**src/sv/lmds_pkg.sv**
```systemverilog
package lmds_pkg;

  localparam int CNT_W   = 4;
  localparam int TIMER_W = 10;
  localparam int NUM_SW  = 4;

  // switch slots in the debounce bank
  localparam int SW_LEFT     = 0;
  localparam int SW_VERTICAL = 1;
  localparam int SW_RIGHT    = 2;
  localparam int SW_TRAVEL   = 3;

  localparam logic [1:0] OP_TICK   = 2'd0;
  localparam logic [1:0] OP_UNLOCK = 2'd1;
  localparam logic [1:0] OP_LOCK   = 2'd2;

  localparam logic [1:0] DRV_STOP = 2'd0;
  localparam logic [1:0] DRV_DIR0 = 2'd1;
  localparam logic [1:0] DRV_DIR1 = 2'd2;

  localparam logic [1:0] POS_MIDDLE   = 2'd0;
  localparam logic [1:0] POS_LOCKED   = 2'd1;
  localparam logic [1:0] POS_UNLOCKED = 2'd2;

  localparam logic [1:0] OUT_NONE  = 2'd0;
  localparam logic [1:0] OUT_DONE  = 2'd1;
  localparam logic [1:0] OUT_THERE = 2'd2;
  localparam logic [1:0] OUT_FAIL  = 2'd3;

  typedef enum logic [1:0] {
    MODE_IDLE   = 2'd0,
    MODE_UNLOCK = 2'd1,
    MODE_LOCK   = 2'd2
  } mode_e;

  typedef enum logic [2:0] {
    ST_ENTRY    = 3'd0,
    ST_RUN      = 3'd1,
    ST_OVERRUN  = 3'd2,
    ST_SETTLE   = 3'd3,
    ST_BACKOFF  = 3'd4,
    ST_SEEKBACK = 3'd5,
    ST_PREFINAL = 3'd6,
    ST_FINAL    = 3'd7
  } step_e;

  typedef enum logic [2:0] {
    REG_HAND_LEFT      = 3'd0,
    REG_DRIVE_TIMEOUT  = 3'd1,
    REG_LOCK_SETTLE    = 3'd2,
    REG_UNLOCK_SETTLE  = 3'd3,
    REG_LOCK_BACKOFF   = 3'd4,
    REG_UNLOCK_BACKOFF = 3'd5,
    REG_FINAL_RUN      = 3'd6,
    REG_OVERRUN_TICKS  = 3'd7
  } reg_idx_e;

  typedef struct packed {
    logic               hand_left;
    logic [TIMER_W-1:0] drive_timeout;
    logic [7:0]         lock_settle;
    logic [7:0]         unlock_settle;
    logic [7:0]         lock_backoff;
    logic [7:0]         unlock_backoff;
    logic [7:0]         final_run;
    logic [3:0]         overrun_ticks;
  } cfg_t;

  typedef struct packed {
    mode_e              mode;
    step_e              step;
    logic [TIMER_W-1:0] timer;
    logic               travel_latched;
    logic [1:0]         drive;
  } seq_state_t;

  typedef struct packed {
    logic [NUM_SW-1:0] on;     // debounced, active high
    logic [NUM_SW-1:0] raw_n;  // raw levels, active low
    logic              back_on;
  } sw_t;

  typedef struct packed {
    logic [1:0] motor_drive;
    logic       busy_res;
    logic [1:0] position;
    logic [1:0] outcome;
  } res_t;

endpackage

```
**src/sv/lmds_seq.sv**
```systemverilog
module lmds_seq (
  input  lmds_pkg::cfg_t       cfg_i,
  input  lmds_pkg::seq_state_t cur_i,   // timer already decremented for this tick
  input  lmds_pkg::sw_t        sw_i,
  output lmds_pkg::seq_state_t nxt_o,
  output logic [1:0]           outcome_o
);
  import lmds_pkg::*;

  logic               is_lock;
  logic [1:0]         fwd;
  logic [1:0]         rev;
  logic [1:0]         end_idx;
  logic               end_on;
  logic               raw_end_n;
  logic               raw_travel;
  logic               tmr_zero;
  logic               travel_chg;
  logic [TIMER_W-1:0] settle_ticks;
  logic [TIMER_W-1:0] backoff_ticks;

  always_comb begin
    is_lock       = (cur_i.mode == MODE_LOCK);
    if (is_lock) begin
      fwd = cfg_i.hand_left ? DRV_DIR1 : DRV_DIR0;
    end else begin
      fwd = cfg_i.hand_left ? DRV_DIR0 : DRV_DIR1;
    end
    rev           = (fwd == DRV_DIR0) ? DRV_DIR1 : DRV_DIR0;
    if (is_lock) begin
      end_idx = cfg_i.hand_left ? 2'(SW_LEFT) : 2'(SW_RIGHT);
    end else begin
      end_idx = 2'(SW_VERTICAL);
    end
    end_on        = sw_i.on[end_idx];
    raw_end_n     = sw_i.raw_n[end_idx];
    raw_travel    = sw_i.raw_n[SW_TRAVEL];
    tmr_zero      = (cur_i.timer == '0);
    travel_chg    = (cur_i.travel_latched != raw_travel);
    settle_ticks  = is_lock ? TIMER_W'(cfg_i.lock_settle) : TIMER_W'(cfg_i.unlock_settle);
    backoff_ticks = is_lock ? TIMER_W'(cfg_i.lock_backoff) : TIMER_W'(cfg_i.unlock_backoff);

    nxt_o     = cur_i;
    outcome_o = OUT_NONE;

    unique case (cur_i.step)
      ST_ENTRY: begin
        if (end_on) begin
          nxt_o.drive = DRV_STOP;
          nxt_o.mode  = MODE_IDLE;
          nxt_o.step  = ST_ENTRY;
          outcome_o   = OUT_THERE;
        end else begin
          nxt_o.drive = fwd;
          nxt_o.timer = cfg_i.drive_timeout;
          nxt_o.step  = ST_RUN;
        end
      end
      ST_RUN: begin
        if (tmr_zero) begin
          nxt_o.drive = DRV_STOP;
          nxt_o.mode  = MODE_IDLE;
          nxt_o.step  = ST_ENTRY;
          outcome_o   = OUT_FAIL;
        end else if (end_on || !raw_end_n) begin
          if (cfg_i.overrun_ticks == '0) begin
            nxt_o.drive = DRV_STOP;
            nxt_o.timer = settle_ticks;
            nxt_o.step  = ST_SETTLE;
          end else begin
            nxt_o.timer = TIMER_W'(cfg_i.overrun_ticks);
            nxt_o.step  = ST_OVERRUN;
          end
        end
      end
      ST_OVERRUN: begin
        if (tmr_zero) begin
          nxt_o.drive = DRV_STOP;
          nxt_o.timer = settle_ticks;
          nxt_o.step  = ST_SETTLE;
        end
      end
      ST_SETTLE: begin
        if (tmr_zero) begin
          nxt_o.travel_latched = raw_travel;
          nxt_o.drive          = rev;
          nxt_o.timer          = backoff_ticks;
          nxt_o.step           = ST_BACKOFF;
        end
      end
      ST_BACKOFF: begin
        // a travel switch change cuts the backoff short
        if (tmr_zero || travel_chg) begin
          nxt_o.timer = backoff_ticks;
          nxt_o.step  = is_lock ? ST_SEEKBACK : ST_PREFINAL;
        end
      end
      ST_SEEKBACK: begin
        if (tmr_zero) begin
          nxt_o.drive = DRV_STOP;
          nxt_o.mode  = MODE_IDLE;
          nxt_o.step  = ST_ENTRY;
          outcome_o   = OUT_FAIL;
        end else if (sw_i.back_on || travel_chg) begin
          nxt_o.timer = '0;
          nxt_o.step  = ST_PREFINAL;
        end
      end
      ST_PREFINAL: begin
        if (tmr_zero) begin
          nxt_o.drive = rev;
          nxt_o.timer = TIMER_W'(cfg_i.final_run);
          nxt_o.step  = ST_FINAL;
        end
      end
      ST_FINAL: begin
        if (tmr_zero) begin
          nxt_o.drive = DRV_STOP;
          nxt_o.mode  = MODE_IDLE;
          nxt_o.step  = ST_ENTRY;
          outcome_o   = OUT_DONE;
        end
      end
    endcase
  end

endmodule

```
**src/sv/lock_motor_drive_sequencer_core.sv**
```systemverilog
// A request's result is registered in the output register, or first in the skid entry while the output is held.
// Throughput: one request per cycle; the whole step runs between the sequencer state
// registers and a two-entry result buffer, and input stalls only while both entries are full.
// Reset: sequence idle, timer and debounce counters zero, motor stopped, result buffer
// empty, configuration registers at their default values.
module lock_motor_drive_sequencer_core #(
  parameter int DEBOUNCE_MAX = 8,
  parameter int DEBOUNCE_ON  = 5,
  parameter int DEBOUNCE_OFF = 3
) (
  input  logic        clk_i,
  input  logic        rst_ni,
  // configuration
  input  logic        psel,
  input  logic        penable,
  input  logic        pwrite,
  input  logic [4:0]  paddr,
  input  logic [31:0] pwdata,
  output logic [31:0] prdata,
  output logic        pready,
  // request channel
  input  logic        in_valid_i,
  output logic        in_stall_o,
  input  logic [1:0]  operation_i,
  input  logic        left_level_n_i,
  input  logic        vertical_n_i,
  input  logic        right_level_n_i,
  input  logic        travel_n_i,
  // result channel
  output logic        out_valid_o,
  input  logic        out_stall_i,
  output logic [1:0]  motor_drive_o,
  output logic        busy_res_o,
  output logic [1:0]  position_o,
  output logic [1:0]  outcome_o
);
  import lmds_pkg::*;

  cfg_t       cfg_q;
  reg_idx_e   reg_idx;
  logic       cfg_wr;

  seq_state_t st_q, st_d, st_tick, st_seq;
  logic [CNT_W-1:0] cnt_q [NUM_SW];
  logic [CNT_W-1:0] cnt_d [NUM_SW];
  logic [CNT_W-1:0] cnt_tick [NUM_SW];
  logic [NUM_SW-1:0] raw_n;
  sw_t        sw;
  logic [1:0] seq_outcome;
  res_t       res;

  logic       in_acc;
  logic       out_take;
  logic       out_valid_q, out_valid_d;
  logic       skid_valid_q, skid_valid_d;
  res_t       out_q, out_d, skid_q, skid_d;

  // ---------------- configuration port ----------------
  assign pready  = 1'b1;
  assign reg_idx = reg_idx_e'(paddr[4:2]);
  assign cfg_wr  = psel && penable && pwrite && pready;

  always_comb begin
    prdata = '0;
    unique case (reg_idx)
      REG_HAND_LEFT:      prdata = 32'(cfg_q.hand_left);
      REG_DRIVE_TIMEOUT:  prdata = 32'(cfg_q.drive_timeout);
      REG_LOCK_SETTLE:    prdata = 32'(cfg_q.lock_settle);
      REG_UNLOCK_SETTLE:  prdata = 32'(cfg_q.unlock_settle);
      REG_LOCK_BACKOFF:   prdata = 32'(cfg_q.lock_backoff);
      REG_UNLOCK_BACKOFF: prdata = 32'(cfg_q.unlock_backoff);
      REG_FINAL_RUN:      prdata = 32'(cfg_q.final_run);
      REG_OVERRUN_TICKS:  prdata = 32'(cfg_q.overrun_ticks);
    endcase
  end

  always_ff @(posedge clk_i or negedge rst_ni) begin
    if (!rst_ni) begin
      cfg_q.hand_left      <= 1'b0;
      cfg_q.drive_timeout  <= TIMER_W'(400);
      cfg_q.lock_settle    <= 8'd50;
      cfg_q.unlock_settle  <= 8'd100;
      cfg_q.lock_backoff   <= 8'd50;
      cfg_q.unlock_backoff <= 8'd30;
      cfg_q.final_run      <= 8'd10;
      cfg_q.overrun_ticks  <= 4'd2;
    end else if (cfg_wr) begin
      unique case (reg_idx)
        REG_HAND_LEFT:      cfg_q.hand_left      <= pwdata[0];
        REG_DRIVE_TIMEOUT:  cfg_q.drive_timeout  <= pwdata[TIMER_W-1:0];
        REG_LOCK_SETTLE:    cfg_q.lock_settle    <= pwdata[7:0];
        REG_UNLOCK_SETTLE:  cfg_q.unlock_settle  <= pwdata[7:0];
        REG_LOCK_BACKOFF:   cfg_q.lock_backoff   <= pwdata[7:0];
        REG_UNLOCK_BACKOFF: cfg_q.unlock_backoff <= pwdata[7:0];
        REG_FINAL_RUN:      cfg_q.final_run      <= pwdata[7:0];
        REG_OVERRUN_TICKS:  cfg_q.overrun_ticks  <= pwdata[3:0];
      endcase
    end
  end

  // ---------------- tick: timer and debounce ----------------
  assign raw_n = {travel_n_i, right_level_n_i, vertical_n_i, left_level_n_i};

  always_comb begin
    st_tick = st_q;
    if (st_q.timer != '0) begin
      st_tick.timer = st_q.timer - TIMER_W'(1);
    end
    for (int i = 0; i < NUM_SW; i++) begin
      cnt_tick[i] = cnt_q[i];
      if (!raw_n[i]) begin
        if (cnt_q[i] < CNT_W'(DEBOUNCE_MAX)) cnt_tick[i] = cnt_q[i] + CNT_W'(1);
      end else begin
        if (cnt_q[i] != '0) cnt_tick[i] = cnt_q[i] - CNT_W'(1);
      end
      sw.on[i] = (cnt_tick[i] > CNT_W'(DEBOUNCE_ON));
    end
    sw.raw_n   = raw_n;
    sw.back_on = (cnt_tick[SW_TRAVEL] < CNT_W'(DEBOUNCE_OFF));
  end

  lmds_seq u_seq (
    .cfg_i     (cfg_q),
    .cur_i     (st_tick),
    .sw_i      (sw),
    .nxt_o     (st_seq),
    .outcome_o (seq_outcome)
  );

  // ---------------- request decode and result ----------------
  always_comb begin
    st_d        = st_q;
    cnt_d       = cnt_q;
    res.outcome = OUT_NONE;
    if (operation_i == OP_TICK) begin
      cnt_d = cnt_tick;
      if (st_q.mode == MODE_IDLE) begin
        st_d       = st_tick;
        st_d.drive = DRV_STOP;
      end else begin
        st_d        = st_seq;
        res.outcome = seq_outcome;
      end
    end else if ((operation_i == OP_UNLOCK || operation_i == OP_LOCK) &&
                 st_q.mode == MODE_IDLE) begin
      st_d.mode = (operation_i == OP_UNLOCK) ? MODE_UNLOCK : MODE_LOCK;
      st_d.step = ST_ENTRY;
    end

    res.motor_drive = st_d.drive;
    res.busy_res    = (st_d.mode != MODE_IDLE);
    // position follows the counters as they stand after this request
    if (cfg_q.hand_left ? (cnt_d[SW_LEFT] > CNT_W'(DEBOUNCE_ON))
                        : (cnt_d[SW_RIGHT] > CNT_W'(DEBOUNCE_ON))) begin
      res.position = POS_LOCKED;
    end else if (cnt_d[SW_VERTICAL] > CNT_W'(DEBOUNCE_ON)) begin
      res.position = POS_UNLOCKED;
    end else begin
      res.position = POS_MIDDLE;
    end
  end

  always_ff @(posedge clk_i or negedge rst_ni) begin
    if (!rst_ni) begin
      st_q.mode           <= MODE_IDLE;
      st_q.step           <= ST_ENTRY;
      st_q.timer          <= '0;
      st_q.travel_latched <= 1'b0;
      st_q.drive          <= DRV_STOP;
      for (int i = 0; i < NUM_SW; i++) cnt_q[i] <= '0;
    end else if (in_acc) begin
      st_q  <= st_d;
      cnt_q <= cnt_d;
    end
  end

  // ---------------- two-entry result buffer ----------------
  assign in_stall_o = skid_valid_q;
  assign in_acc     = in_valid_i && !skid_valid_q;
  assign out_take   = out_valid_q && !out_stall_i;

  always_comb begin
    out_valid_d  = out_valid_q;
    skid_valid_d = skid_valid_q;
    out_d        = out_q;
    skid_d       = skid_q;
    if (skid_valid_q) begin
      if (out_take) begin
        out_d        = skid_q;
        skid_valid_d = 1'b0;
      end
    end else if (in_acc) begin
      if (!out_valid_q || out_take) begin
        out_d       = res;
        out_valid_d = 1'b1;
      end else begin
        skid_d       = res;
        skid_valid_d = 1'b1;
      end
    end else if (out_take) begin
      out_valid_d = 1'b0;
    end
  end

  always_ff @(posedge clk_i or negedge rst_ni) begin
    if (!rst_ni) begin
      out_valid_q  <= 1'b0;
      skid_valid_q <= 1'b0;
    end else begin
      out_valid_q  <= out_valid_d;
      skid_valid_q <= skid_valid_d;
    end
  end

  always_ff @(posedge clk_i) begin
    out_q  <= out_d;
    skid_q <= skid_d;
  end

  assign out_valid_o   = out_valid_q;
  assign motor_drive_o = out_q.motor_drive;
  assign busy_res_o    = out_q.busy_res;
  assign position_o    = out_q.position;
  assign outcome_o     = out_q.outcome;

`ifndef SYNTHESIS
  a_skid_behind_out: assert property (@(posedge clk_i) disable iff (!rst_ni)
    skid_valid_q |-> out_valid_q)
    else $error("skid entry held while output register empty");

  a_motor_idle_stop: assert property (@(posedge clk_i) disable iff (!rst_ni)
    (st_q.mode == MODE_IDLE) |-> (st_q.drive == DRV_STOP))
    else $error("motor driven while no sequence runs");

  a_cmd_starts_entry: assert property (@(posedge clk_i) disable iff (!rst_ni)
    (in_acc && st_q.mode == MODE_IDLE &&
     (operation_i == OP_UNLOCK || operation_i == OP_LOCK))
    |=> (st_q.step == ST_ENTRY && st_q.mode != MODE_IDLE))
    else $error("accepted command did not start a sequence");

  a_result_follows_accept: assert property (@(posedge clk_i) disable iff (!rst_ni)
    in_acc |=> out_valid_q)
    else $error("accepted request left no result");
`endif

endmodule

```
**config.mk**
```make
export PLATFORM = sky130hd
export DESIGN_NAME = lock_motor_drive_sequencer_core
export DESIGN_NICKNAME = d
export VERILOG_FILES = /design/src/sv/lmds_pkg.sv /design/src/sv/lmds_seq.sv /design/src/sv/lock_motor_drive_sequencer_core.sv
export SDC_FILE = /design/constraint.sdc
export NUM_CORES = 1
export LEC_CHECK = 0
export ABC_CLOCK_PERIOD_IN_PS = 5800
export BUFFER_PORTS_ARGS = -buffer_cell sky130_fd_sc_hd__clkbuf_2
export CAP_MARGIN = 20
export CORE_MARGIN = 5
export CORE_UTILIZATION = 50
export DETAILED_ROUTE_END_ITERATION = 6
export GPL_ROUTABILITY_DRIVEN = 0
export HOLD_SLACK_MARGIN = 0.1
export PLACE_DENSITY = 0.7
export SYNTH_ARGS = -nofsm -noshare
export SYNTH_HDL_FRONTEND = slang
export SYNTH_SLANG_ARGS = --single-unit
```
**constraint.sdc**
```tcl
create_clock -name clk_i -period 5.8 [get_ports clk_i]
set_clock_uncertainty 0.15 [all_clocks]
set_input_delay 0.58 -clock clk_i [delete_from_list [all_inputs] [get_ports clk_i]]
set_output_delay 0.58 -clock clk_i [all_outputs]
set_load 0.05 [all_outputs]
```
## After elaboration in Yosys (flattened, before gate mapping)

Cells that the tools add are included.
Widths: inputs -> output; s select.

| operators by class | value |
|---|---|
| divide/modulo/power cells | 0 |
| multiplexer cells | 80 |
| shift operators | 0 |
| $lt $le $gt $ge | 13 |
| bitwise operators | 3 |
| multiply operators | 0 |
| equality and inequality tests | 29 |
| reductions and logical operators | 46 |
| add/sub/neg operators | 9 |

Operators by type and width:

| kind | count |
|---|---|
| $pmux 32 s8 | 1 |
| $pmux 10 s7 | 1 |
| $mux 13 | 5 |
| $mux 4 | 12 |
| $mux 2 | 23 |
| $mux 10 | 4 |
| $mux 16 | 2 |
| $gt 4x3->1 const B | 7 |
| $mux 7 | 4 |
| $eq 3x3->1 const B | 8 |
| $pmux 3 s8 | 1 |
| $mux 18 | 1 |
| $reduce_and 2->1 | 9 |
| $add 4x1->4 const B | 4 |
| $lt 4x4->1 const B | 4 |
| $mux 8 | 2 |
| $reduce_bool 4->1 | 4 |
| $sub 4x1->4 const B | 4 |
| $mux 5 | 3 |
| $ne 3x2->1 const B | 5 |
| $mux 1 | 13 |
| $eq 3x2->1 const B | 4 |
| $pmux 2 s3 | 2 |
| $mux 11 | 1 |
| 28 further kinds | 56 |

| word-level totals | value |
|---|---|
| bits in latches | 0 |
| RAM bits | 0 |
| logic and storage cells | 207 |
| bits in read-only memories | 0 |
| input port bits | 50 |
| output and inout port bits | 42 |
| bits in registers | 105 |
| memories | 0 |

## Longest topological paths before layout

| depth | value |
|---|---|
| depth in word-level cells | 16 |
| mapped depth | 15 |
| gate-level depth less buffers | 11 |

## Hierarchy

A second synthesis with hierarchy kept.

| second synthesis, totals | value |
|---|---|
| cells, all modules | 801 |
| area total of the unflattened synthesis | 7497.2 um2 |

Modules (own cells, without submodules):

| module | cells each | sequential area each (um2) | area an instance (um2) | times used |
|---|---|---|---|---|
| lock_motor_drive_sequencer_core | 579 | 2721.4 | 6023.3 | 1 |
| lmds_seq | 222 | 0.0 | 1473.9 | 1 |

## Worst setup path after synthesis

OpenSTA, ideal clock, no wires.

| timing path | value |
|---|---|
| kind | reg-to-reg |
| start point | register st_q[16] in the netlist's numbering |
| end point | register out_q (netlist bit motor_drive_o[0]) (data pin) |
| arrival | 3063 ps |
| path slack | 2314 ps |
| path buffers | 2 |
| required time | 5377 ps |
| stages on the path, launching flop included | 12 |
| library setup time | 273 ps |
| clock period less this slack | 3486 ps |
| path through | dfrtp_1 -> nand2b_1 -> clkbuf_1 -> inv_2 -> buf_1 -> ha_1 -> nor4_1 -> a311oi_4 -> a2111oi_0 -> nor3_1 -> o21ai_1 -> a31oi_1 |

RTL lines:

| item | line | text |
|---|---|---|
| start, declared | lock_motor_drive_sequencer_core.sv:43 | `seq_state_t st_q, st_d, st_tick, st_seq;` |
| start signal, assigned | lock_motor_drive_sequencer_core.sv:172 | `st_q <= st_d;` |
| end signal, assigned | lock_motor_drive_sequencer_core.sv:216 | `out_q <= out_d;` |
| end, declared | lock_motor_drive_sequencer_core.sv:56 | `res_t out_q, out_d, skid_q, skid_d;` |

## Worst setup path in the final report

| timing path | value |
|---|---|
| start point | register st_q[3] in the netlist's numbering |
| end point | register st_q[9] in the netlist's numbering |

| between the ends | value |
|---|---|
| word-level cells in the longest chain between the ends | 7 |
| elaborated cells between the ends (all ways) | 16 |
| those cells by class | add/sub (1); mux (12); reduce/logical (3) |

RTL lines:

| item | line | text |
|---|---|---|
| $sub 10x1->10 or $reduce_bool 10->1 (tied branches) | lock_motor_drive_sequencer_core.sv:107, lock_motor_drive_sequencer_core.sv:106 |  |
| $mux 10 * | lock_motor_drive_sequencer_core.sv:106 | `if (st_q.timer != '0) begin` |
| $logic_not 10->1 | lmds_seq.sv:38 | `tmr_zero = (cur_i.timer == '0);` |
| $logic_or 1x1->1 | lmds_seq.sv:93 | `if (tmr_zero \|\| travel_chg) begin` |
| $mux 13 | lmds_seq.sv:93 |  |
| $pmux 10 s7 | lmds_seq.sv:46 | `unique case (cur_i.step)` |
| $mux 18 * | lock_motor_drive_sequencer_core.sv:137 | `if (st_q.mode == MODE_IDLE) begin` |

Every way passes the cells marked *; elsewhere a longest branch is shown, timed or not. The select of a mux whose other input is x is not followed.
A chain may end at the register's enable or synchronous reset.

==> metrics.md <==
| Metric | Value |
|---|---|
| Crit-path slowest cell | `or3b_1` |
| Hpwl dp | `14200 µm` |
| RSZ-0062 raised after global routing | `no` |
| TNS Setup | `0 ps` |
| Global Route Usage Sum | `0.226` |
| Largest net degree at the start of global routing | `64` |
| FP Rows | `45` |
| Power Dens Cells | `between 400 and 500 nW/µm²` |
| Leakage | `0.00322 µW` |
| Filler Cell Count | `1418` |
| Worst Tran Pin Value | `971 ps` |
| Post-route cell area | `8030 µm²` |
| Clock transition at the registers of the reported paths | `70 ps` |
| Hold WC Path Type | `in2reg` |
| Worst Hold Margin | `~300 ps` |
| Post-placement cell area | `7740 µm²` |
| Post-synth top cells | `dfrtp_1 (72), nand2_1 (66), nor2_1 (66), mux2_2 (65)` |
| Clock Tree Root | `clkbuf_16` |
| Minimum clock period | `3920 ps` |
| Final setup viols | `0` |
| Post-Synthesis Cells | `840` |
| Number of buffers created by CTS | `9` |
| Maximum vdd drop | `225 µV` |
| Area of the multi-input gates | `4400 µm²` |
| Pins Over Slew Limit | `0` |
| Yosys warns | `0` |
| Drt pass-1 iters | `6` |
| Netlist cell types | `87` |
| Vias/cell | `between 6 and 7` |
| Number of port buffers | `44` |
| Status | `completed` |
| H-tree Lvls | `3` |
| Worst Setup Path Type | `reg2reg` |
| Antenna violations before repair | `0` |
| Startpoint types | `flop` |
| Die Y | `about 130 µm` |
| Hold Violations, Final | `0` |
| Deepest clock path buffer count | `2` |
| Die Width | `133 µm` |
| Worst slew margin | `0.350` |
| Largest area contributor in the netlist | `dfrtp_1` |
| Routed vias | `6541` |
| Layout area overhead | `6.07%` |
| Critical-path cell list | `inv_1 > ha_1 > or3b_1 > o311a_1 > a22o_1 > and4_1 > or2_1 > a2bb2oi_1 > a21oi_1 > nor4_1 > o22ai_1` |
| Mean Syn Cell Area | `9.01 µm²` |
| WL/cell | `19.3 µm` |
| Post-synth top flop | `dfrtp_1` |
| TritonCTS Sinks | `around 110` |
| Share of layout cells above drive strength 1 | `0.202` |
| Final nets | `909` |
| Ant diodes | `0` |
| Total wire length | `20000 µm` |
| Max cap viols | `0` |
| Post-synthesis sequential area ratio | `0.359` |
| First-pass GRT wire length | `32500 µm` |
| Register area | `2720 µm²` |
| I/O pin cnt | `92` |
| FFs w/ async S/R, synth | `0.867` |
| Count leader, synth | `dfrtp_1` |
| Max FO, Critical Path | `11` |
| Starting Density | `0.504` |
| Fmax | `around 260 MHz` |
| PostCTS Resize Cnt | `0` |
| DRC | `0` |
| Post-synth EDFFs | `14` |
| Post-Syn Area | `about 7600 µm²` |
| Vias in the first global route | `6049` |
| Crit share post-route | `0.676` |
| Initial DRC count | `601` |
| Synth top area share | `0.238` |
| Grt total ovfl | `0` |
| CTS tree | `done` |
| Die area | `around 18000 µm²` |
| Clock latency on the worst-skew pair | `360 ps` |
| Max incr delay on CP | `540 ps` |
| Crit path capture type | `flop` |
| Core ar. | `15000 µm²` |
| Worst EP required | `5870 ps` |
| Top cells by area, synth | `dfrtp_1 (24%), mux2_2 (9.7%), dfstp_2 (6.6%)` |
| Routed Antenna Nets | `0` |
| #FFs+latches synth | `105` |
| WP data arrival | `approximately 4000 ps` |
==> cell families after synthesis <==
| group | synth area share |
|---|---|
| mux | 0.139 |
| buf+inv | 0.0692 |
| compound gates | 0.223 |
| simple gates | 0.176 |
| flops | 0.359 |
| xor+xnor | 0.0104 |
| fa+ha+maj | 0.0215 |
| other cells | 0.000992 |
==> repair_timing <==
| action | in CTS | in global routing |
|---|---|---|
| hold buffers | 1 | 0 |
| buffers inserted | 0 | 0 |
| endpoints found under the hold margin | 28 | 0 |
==> final cells by class <==
class	count	share of cell area
multi-input cells	650	0.548
flip-flops and latches	105	0.339
repair buffers	52	0.0355
clock buffers	10	0.0298
well taps	188	0.0293
inverters	28	0.0131
clock inverters	6	0.00499
==> cell usage in the layout (no fill, tap or decap), types with 13 or more instances in the layout <==
master     n
a21oi_1   55
a31oi_1   21
clkbuf_2  43
conb_1    23
dfrtp_1   72
dfstp_2   19
edfxtp_1  14
ha_1      13
inv_1     24
mux2_2    65
mux2i_1   25
nand2_1   66
nand2b_1  17
nor2_1    66
nor3_1    27
o21ai_0   55
o22ai_1   14
==> registers in the layout, summed over array words and instances, names as in the netlist <==
signal and flops:
in_stall_o 1, cfg_q 55, position_o 2, st_q 18, outcome_o 2, skid_q 7
busy_res_o 1, out_valid_o 1, cnt_q 16, motor_drive_o 2
==> per-layer routing <==
layer,vias to the layer above,GRT usage,routed length [µm]
li1,3092,-,-
met1,3178,0.327,9360
met2,239,0.345,8960
met3,32,0.0411,1270
met4,0,0.0681,437
met5,-,0,0
==> report_power, final <==
part           leakage [µW]  switching (µW)  total (µW)  internal, µW
logic               0.00187            1270        2020           744
clock network      0.000139             290         594           304
registers           0.00122             304        1310          1000
total               0.00322            1870        3920          2050
==> worst max-delay path: cells and delay by family, from the launching register on <==
| family | cells | cell delay (ps) |
|---|---|---|
| DFF | 1 | 480 |
| and+or+nand+nor | 4 | 1510 |
| buffers and inverters | 1 | 120 |
| AOI/OAI and AO/OA | 5 | 1190 |
| adders and majority gates | 1 | 330 |
==> path summary, 6_finish.rpt <==
check                             to  slack (ps)  cells after the start       from
max                          st_q[9]        1880                     11    st_q[3]
min                        cfg_q[52]         300                      2  pwdata[8]
max reg2reg                  st_q[9]        1880                     11    st_q[3]
min reg2reg                cfg_q[34]         370                      2  cfg_q[34]
max in group asynchronous   st_q[12]        3820                      3     rst_ni
min in group asynchronous  cnt_q[12]         550                      2     rst_ni
==> through the flow <==
step / utilization / total power (µW) / std cells / setup WS, ps
2_1_floorplan: - / 2840 / 861 / 2310
3_3_place_gp: 0.515 / 3250 / 1022 / 1910
5_1_grt: 0.534 / 4190 / 1039 / 1580
3_5_place_dp: 0.515 / 3290 / 1022 / 1910
6_report: 0.534 / 3920 / 1039 / 1880
4_1_cts: 0.534 / 3900 / 1039 / 1970
No activity file was read; power rests on OpenSTA's default activity.
